==> config.mk <==
export PLATFORM = sky130hd
export DESIGN_NAME = mtbd_shared_mult
export DESIGN_NICKNAME = d
export VERILOG_FILES = /design/src/rtl/core/mtbd_pkg.sv /design/src/rtl/core/mtbd_shared_mult.sv
export SDC_FILE = /design/constraint.sdc
export NUM_CORES = 2
export LEC_CHECK = 0
export ABC_CLOCK_PERIOD_IN_PS = 8550
export BUFFER_PORTS_ARGS = -buffer_cell sky130_fd_sc_hd__buf_2
export CELL_PAD_IN_SITES_DETAIL_PLACEMENT = 0
export CELL_PAD_IN_SITES_GLOBAL_PLACEMENT = 1
export CORE_MARGIN = 3
export CORE_UTILIZATION = 49
export CTS_CLUSTER_DIAMETER = 100
export CTS_CLUSTER_SIZE = 40
export DETAILED_ROUTE_END_ITERATION = 7
export HOLD_SLACK_MARGIN = 0.08
export PLACE_DENSITY = 0.85
export SYNTH_ARGS = -nofsm -noshare
export SYNTH_HDL_FRONTEND = slang
export SYNTH_SLANG_ARGS = --single-unit
==> constraint.sdc <==
create_clock -name clk -period 8.55 [get_ports clk]
set_clock_uncertainty 0.2 [all_clocks]
set_input_delay 0.4275 -clock clk [delete_from_list [all_inputs] [get_ports clk]]
set_output_delay 0.4275 -clock clk [all_outputs]
set_load 0.05 [all_outputs]
==> src/rtl/core/mtbd_pkg.sv <==
// ----------------------------------------------------------------------------
// mtbd_pkg
// Shared constants, types and trig/phase tables of the multitone byte
// demodulator.
// ----------------------------------------------------------------------------
package mtbd_pkg;

  // Segment and bin configuration
  localparam int SEGMENT_LENGTH = 32;
  localparam int TONE_BINS      = 8;

  // Field widths
  localparam int SAMPLE_W   = 16;
  localparam int THRESH_W   = 15;
  localparam int CHAR_W     = 8;
  localparam int CHAR_IDX_W = 3;
  localparam int ACC_W      = 40;
  localparam int TRIG_W     = 16;
  localparam int PHASE_W    = 5;
  localparam int PHASE_N    = 32;
  localparam int MAG_SHIFT  = 15;
  localparam int MAG_W      = 24;
  localparam int OPND_W     = MAG_W + 1;
  localparam int PROD_W     = 2 * OPND_W;
  localparam int SQ_W       = 2 * MAG_W;

  // Derived counter widths
  localparam int POS_W   = $clog2(SEGMENT_LENGTH);
  localparam int BIN_W   = (TONE_BINS > 1) ? $clog2(TONE_BINS) : 1;
  localparam int STEPS   = 2 * TONE_BINS;
  localparam int STEP_W  = $clog2(STEPS);
  localparam int LIMIT_W = THRESH_W + POS_W + 1;

  localparam logic [THRESH_W-1:0] THRESH_RESET = THRESH_W'(2000);

  // Sequencer states
  typedef enum logic [2:0] {
    ST_IDLE,
    ST_MAC,
    ST_LIMIT,
    ST_SQUARE,
    ST_DRAIN,
    ST_OUT
  } state_t;

  // What to do with a product once it leaves the multiplier
  typedef enum logic [2:0] {
    OP_NONE,
    OP_ACC_RE,
    OP_ACC_IM,
    OP_LIMIT,
    OP_SQ_A,
    OP_SQ_B
  } op_t;

  typedef struct packed {
    op_t              op;
    logic [BIN_W-1:0] bin;
  } mult_tag_t;

  typedef logic signed [TRIG_W-1:0] trig_t;
  typedef trig_t sine_table_t [PHASE_N];
  typedef logic [PHASE_W-1:0] phase_t;
  typedef phase_t phase_table_t [SEGMENT_LENGTH];

  // Full circle of 32 sine steps in Q1.15
  function automatic sine_table_t build_sine();
    int quarter [9] = '{0, 6393, 12539, 18204, 23170, 27245, 30273, 32137, 32767};
    sine_table_t t;
    int r;
    int v;
    for (int p = 0; p < PHASE_N; p++) begin
      r = p % 16;
      v = (r <= 8) ? quarter[r] : quarter[16 - r];
      t[p] = trig_t'((p >= 16) ? -v : v);
    end
    return t;
  endfunction

  // Segment phase to circle step, rounded
  function automatic phase_table_t build_phase();
    phase_table_t t;
    for (int m = 0; m < SEGMENT_LENGTH; m++) begin
      t[m] = phase_t'(((m * 64 + SEGMENT_LENGTH) / (2 * SEGMENT_LENGTH)) % PHASE_N);
    end
    return t;
  endfunction

  localparam sine_table_t  SINE_TABLE  = build_sine();
  localparam phase_table_t PHASE_TABLE = build_phase();

endpackage

==> src/rtl/core/mtbd_shared_mult.sv <==
// ----------------------------------------------------------------------------
// mtbd_shared_mult
// Single signed multiplier shared by the correlation and magnitude passes.
// Registers the product together with a tag that tells the consumer where
// the product goes.
// ----------------------------------------------------------------------------
module mtbd_shared_mult import mtbd_pkg::*; (
  input  logic                     clk,
  input  logic                     rst,
  input  logic signed [OPND_W-1:0] opnd_a,
  input  logic signed [OPND_W-1:0] opnd_b,
  input  mult_tag_t                tag_in,
  output logic signed [PROD_W-1:0] product,
  output mult_tag_t                tag_out
);

  // Multiply and register the product
  always_ff @(posedge clk) begin
    product <= opnd_a * opnd_b;
  end

  // Carry the tag alongside; clear it on reset
  always_ff @(posedge clk) begin
    if (rst) begin
      tag_out <= '{op: OP_NONE, bin: '0};
    end else begin
      tag_out <= tag_in;
    end
  end

endmodule

### Word-level counts from Yosys, hierarchy flattened

Cells that the tools add are included.

| word-level totals | value |
|---|---|
| bits in latches | 0 |
| memory bits (read-only) | 0 |
| memories kept | 0 |
| output and inout bits | 56 |
| memory bits (writable) | 0 |
| logic and storage cells | 4 |
| input bits | 58 |
| register bits | 56 |

| cells by class | value |
|---|---|
| $add $sub $neg | 0 |
| div/mod/pow operators | 0 |
| shift-type cells | 0 |
| equality and inequality tests | 0 |
| reduce and logical (&&, ||, !) cells | 0 |
| muxes and demuxes | 0 |
| multiply operators | 1 |
| bitwise gates (word level) | 0 |
| $lt $le $gt $ge | 0 |

Operator list:

| operator | count |
|---|---|
| $mul A25 B25 Y50 | 1 |

### Depth between registers and ports, before layout

| logic depth | value |
|---|---|
| depth after elaboration | 1 |
| depth in mapped cells | 26 |
| mapped depth without buffers | 24 |

### Worst setup path after synthesis

Ideal clock, no wire load.

| timing | value |
|---|---|
| path kind | in2reg |
| start point | input port opnd_a[24] |
| end point | register product[49] |
| data required time | 8.278 ns |
| path buffers | 2 |
| stages | 24 |
| library setup time | 0.072 ns |
| arrival time | 7.170 ns |
| path slack | 1.108 ns |
| cells stage by stage | clkbuf_1 -> nand2_1 -> inv_1 -> fa_1 -> inv_1 -> fa_1 -> inv_1 -> fa_1 -> inv_1 -> fa_1 -> fa_1 -> fa_1 -> fa_1 -> inv_1 -> ha_1 -> buf_2 -> a21o_1 -> a21o_1 -> a211oi_1 -> o21ai_1 -> a41o_1 -> a211o_1 -> a21oi_2 -> xnor2_1 |

| on the way | value |
|---|---|
| longest elaborated chain between the ends | 1 |

Ends and longest elaborated chain:

| element | RTL line | RTL |
|---|---|---|
| start: declaration | mtbd_shared_mult.sv:10 | `input logic signed [OPND_W-1:0] opnd_a,` |
| $mul A25 B25 Y50 | mtbd_shared_mult.sv:19 | `product <= opnd_a * opnd_b;` |
| end signal: assignment | mtbd_shared_mult.sv:19 |  |
| end: declaration | mtbd_shared_mult.sv:13 | `output logic signed [PROD_W-1:0] product,` |

Every way passes these cells.
A chain may end at the register's enable or synchronous reset.

### Worst setup path after layout

| timing | value |
|---|---|
| start point | input port opnd_b[1] |
| end point | register product[49] |

| on the way | value |
|---|---|
| longest elaborated chain between the ends | 1 |

Ends and longest elaborated chain:

| element | RTL line | RTL |
|---|---|---|
| start: declaration | mtbd_shared_mult.sv:11 | `input logic signed [OPND_W-1:0] opnd_b,` |
| $mul A25 B25 Y50 | mtbd_shared_mult.sv:19 |  |

Every way passes these cells.

==> results by group <==
Run status
  – Status: finished, final reports clean

Timing
  – Tcrit/Tclk final: 0.887
  – Worst Max-Slew Pin Slew: 971 ps
  – WHS: 101 ps
  – Setup-failing EPs final: 0
  – Setup TNS Final: 0 ps
  – Max Slew Vio Count: 0
  – Max-slew headroom: 0.352
  – Hold Vio Cnt, Final: 0
  – RSZ-0062 raised after global routing: no
  – Highest Clock Rate: 132 MHz
  – Min Tclk post-route: 7580 ps

Logic synthesis
  – Post-Synth XOR/XNOR Area: 0.0201
  – Yosys warns: 0
  – Cell Area, Synth: 24400 um^2
  – Sequential share of the synthesized area: 0.0459
  – EDFF count, synth: 0
  – Main flop type after synthesis: dfxtp_1
  – Compound-Gate Fraction of Synth Area: 0.0458
  – Syn_nets: 3448
  – Post-synthesis adder-cell area fraction: 0.612
  – Main combinational cell family by area after synthesis: adder cells
  – Mapped Cells: 2591
  – Yosys cell types: 65
  – Count of state elements after synthesis: 56
  – Post-synthesis simple-gate area fraction: 0.150
  – Async SR Flop Fraction: 0
  – Synthesized area per cell: 9.42 um^2
  – Mux cell area share after synthesis: 0.00128

Clocking
  – Hold-fix buffer count after cts: 0
  – Sink Count: 56
  – H-tree Lvls: 2
  – Max clock buf depth: 2
  – Clk root buf: clkbuf_16
  – Setup repair bufs after CTS: 0
  – Total CTS buffers: 5
  – CTS resizes: 0
  – TritonCTS clock tree: built
  – Worst-path clk slew: 80 ps

Placed design
  – Placer congestion estimate: 0.908
  – Detailed placement HPWL: 50.9 mm
  – Port bufs: 113

Setup path
  – Setup CP Type: in -> reg
  – CP startpoint kind: primary input
  – Critical Path Start: opnd_b[1]
  – Worst Path Arrival: 7640 ps
  – Critical path endpoint category: flop
  – Req. time, crit path: 8610 ps
  – Crit-path max FO: 12

Hold path
  – Worst hold path type: in -> reg
  – Hold_sp: tag_in[4]

Floorplan
  – Die Wd: 229 um
  – Io pins: 114
  – Die Y: 229 um
  – Starting Density: 0.498
  – Core footprint: 49100 um^2
  – Cell Rows: 81
  – Die area: 52500 um^2

Layout
  – Ant. Diodes: 0
  – Area delta synth->final: 4.89%
  – Nets: 3464
  – Ratio of cells with drive above 1 in the final layout: 0.0575
  – Most common cell after layout, fill and taps aside: inv_1
  – Most frequent cells in the layout: 693 x inv_1, 658 x fa_1, 320 x and2_1
  – Filler cells: 4541

Run
  – Max_cap viols: 0

Drt
  – WL/cell: 18.9 um
  – Post-route ant nets: 0
  – DRC errors left: 0
  – DR vias/cell: 5.25
  – First drt pass iteration count: 5
  – Via Count: 17200
  – Total Wirelength: 61.7 mm
  – Iteration-0 DRC Markers: 854

Global routing
  – Global-route wire length before repair: 101 mm
  – GRT Util Overall: 0.245
  – Grt ovf: 0
  – Vias in the first global route: 19600
  – Pin count of the biggest net entering global routing: 27
  – Antenna violations before repair: 1
-- cells by family after synthesis --
logic type,Yosys count
compound gates,153
xor+xnor,56
fa+ha+maj,799
buf+inv,810
flops,56
mux,3
simple gates,714
-- worst paths after layout --
check / end / slack, ps / depth (start not counted)
hold / removal: tag_out[4]$_SDFF_PP0_ / 100 / 2
setup / recovery: product[49]$_DFF_P_ / 970 / 24
-- area by class of cell --
class / instances / area, um^2 / share of cell area
clock buffers: 5 / 125 / 0.00488
clock inverters: 3 / 25.0 / 0.000977
flip-flops and latches: 56 / 1120 / 0.0438
repair buffers: 126 / 663 / 0.0259
multi-input cells: 1725 / 20200 / 0.790
well taps: 664 / 831 / 0.0324
inverters: 693 / 2600 / 0.102
-- through the flow --
stage	cell area [um^2]	utilization	setup slack, ps	instances
global placement	25500	0.519	873	3264
finish	25600	0.522	969	3272
global route	25600	0.522	625	3272
floorplan	24400	-	1110	2591
detailed placement	25500	0.519	680	3264
CTS	25600	0.522	1010	3272
-- sequential cells by signal, summed over array words and instances, names as in the netlist --
name     count
product     50
tag_out      6
-- critical path, cell delays in order --
cell,delay [ps]
buf_2,200
nand2_1,140
inv_1,100
fa_1,680
inv_1,130
fa_1,800
inv_1,180
fa_1,510
buf_4,200
inv_1,110
fa_1,520
fa_1,570
fa_1,430
fa_1,500
inv_1,40
ha_1,390
a21o_1,270
a21o_1,210
a211oi_1,250
o21ai_1,120
a41o_1,250
a211o_1,300
a21oi_2,150
xnor2_1,130
-- routing by layer --
layer  routed length (um)  vias to the layer above  global-route usage
li1                     -                     7435                   -
met1                22500                     9034               0.289
met2                32900                      571               0.449
met3                 3280                      141              0.0301
met4                 3010                        0               0.106
met5                    0                        -                   0
-- Yosys cell counts, types with 3 or more instances --
master	number	area [um^2]
o211ai_1	3	22.5
o31ai_1	3	22.5
o21a_1	9	67.6
nor3_1	5	25.0
and4_1	4	35.0
and3_1	9	56.3
a21o_1	32	240
nor2b_1	24	150
and2_1	320	2000
a31oi_1	6	37.5
fa_1	658	13200
nand2_1	300	1130
nand2b_1	9	56.3
a211oi_1	7	52.6
inv_1	693	2600
xor2_1	12	105
a21oi_1	38	190
a221o_1	3	30.0
clkbuf_1	114	428
a211o_1	3	26.3
ha_1	141	1760
nand4_1	4	25.0
nand3_1	9	45.0
dfxtp_1	56	1120
o21bai_1	4	30.0
o21ai_1	5	25.0
xnor2_1	44	385
o21ai_0	11	55.1
nor2_1	20	75.1
Power is left out: the tool's default activity adds up to more than one toggle a clock period on the data nets, which glitch-free logic cannot reach.
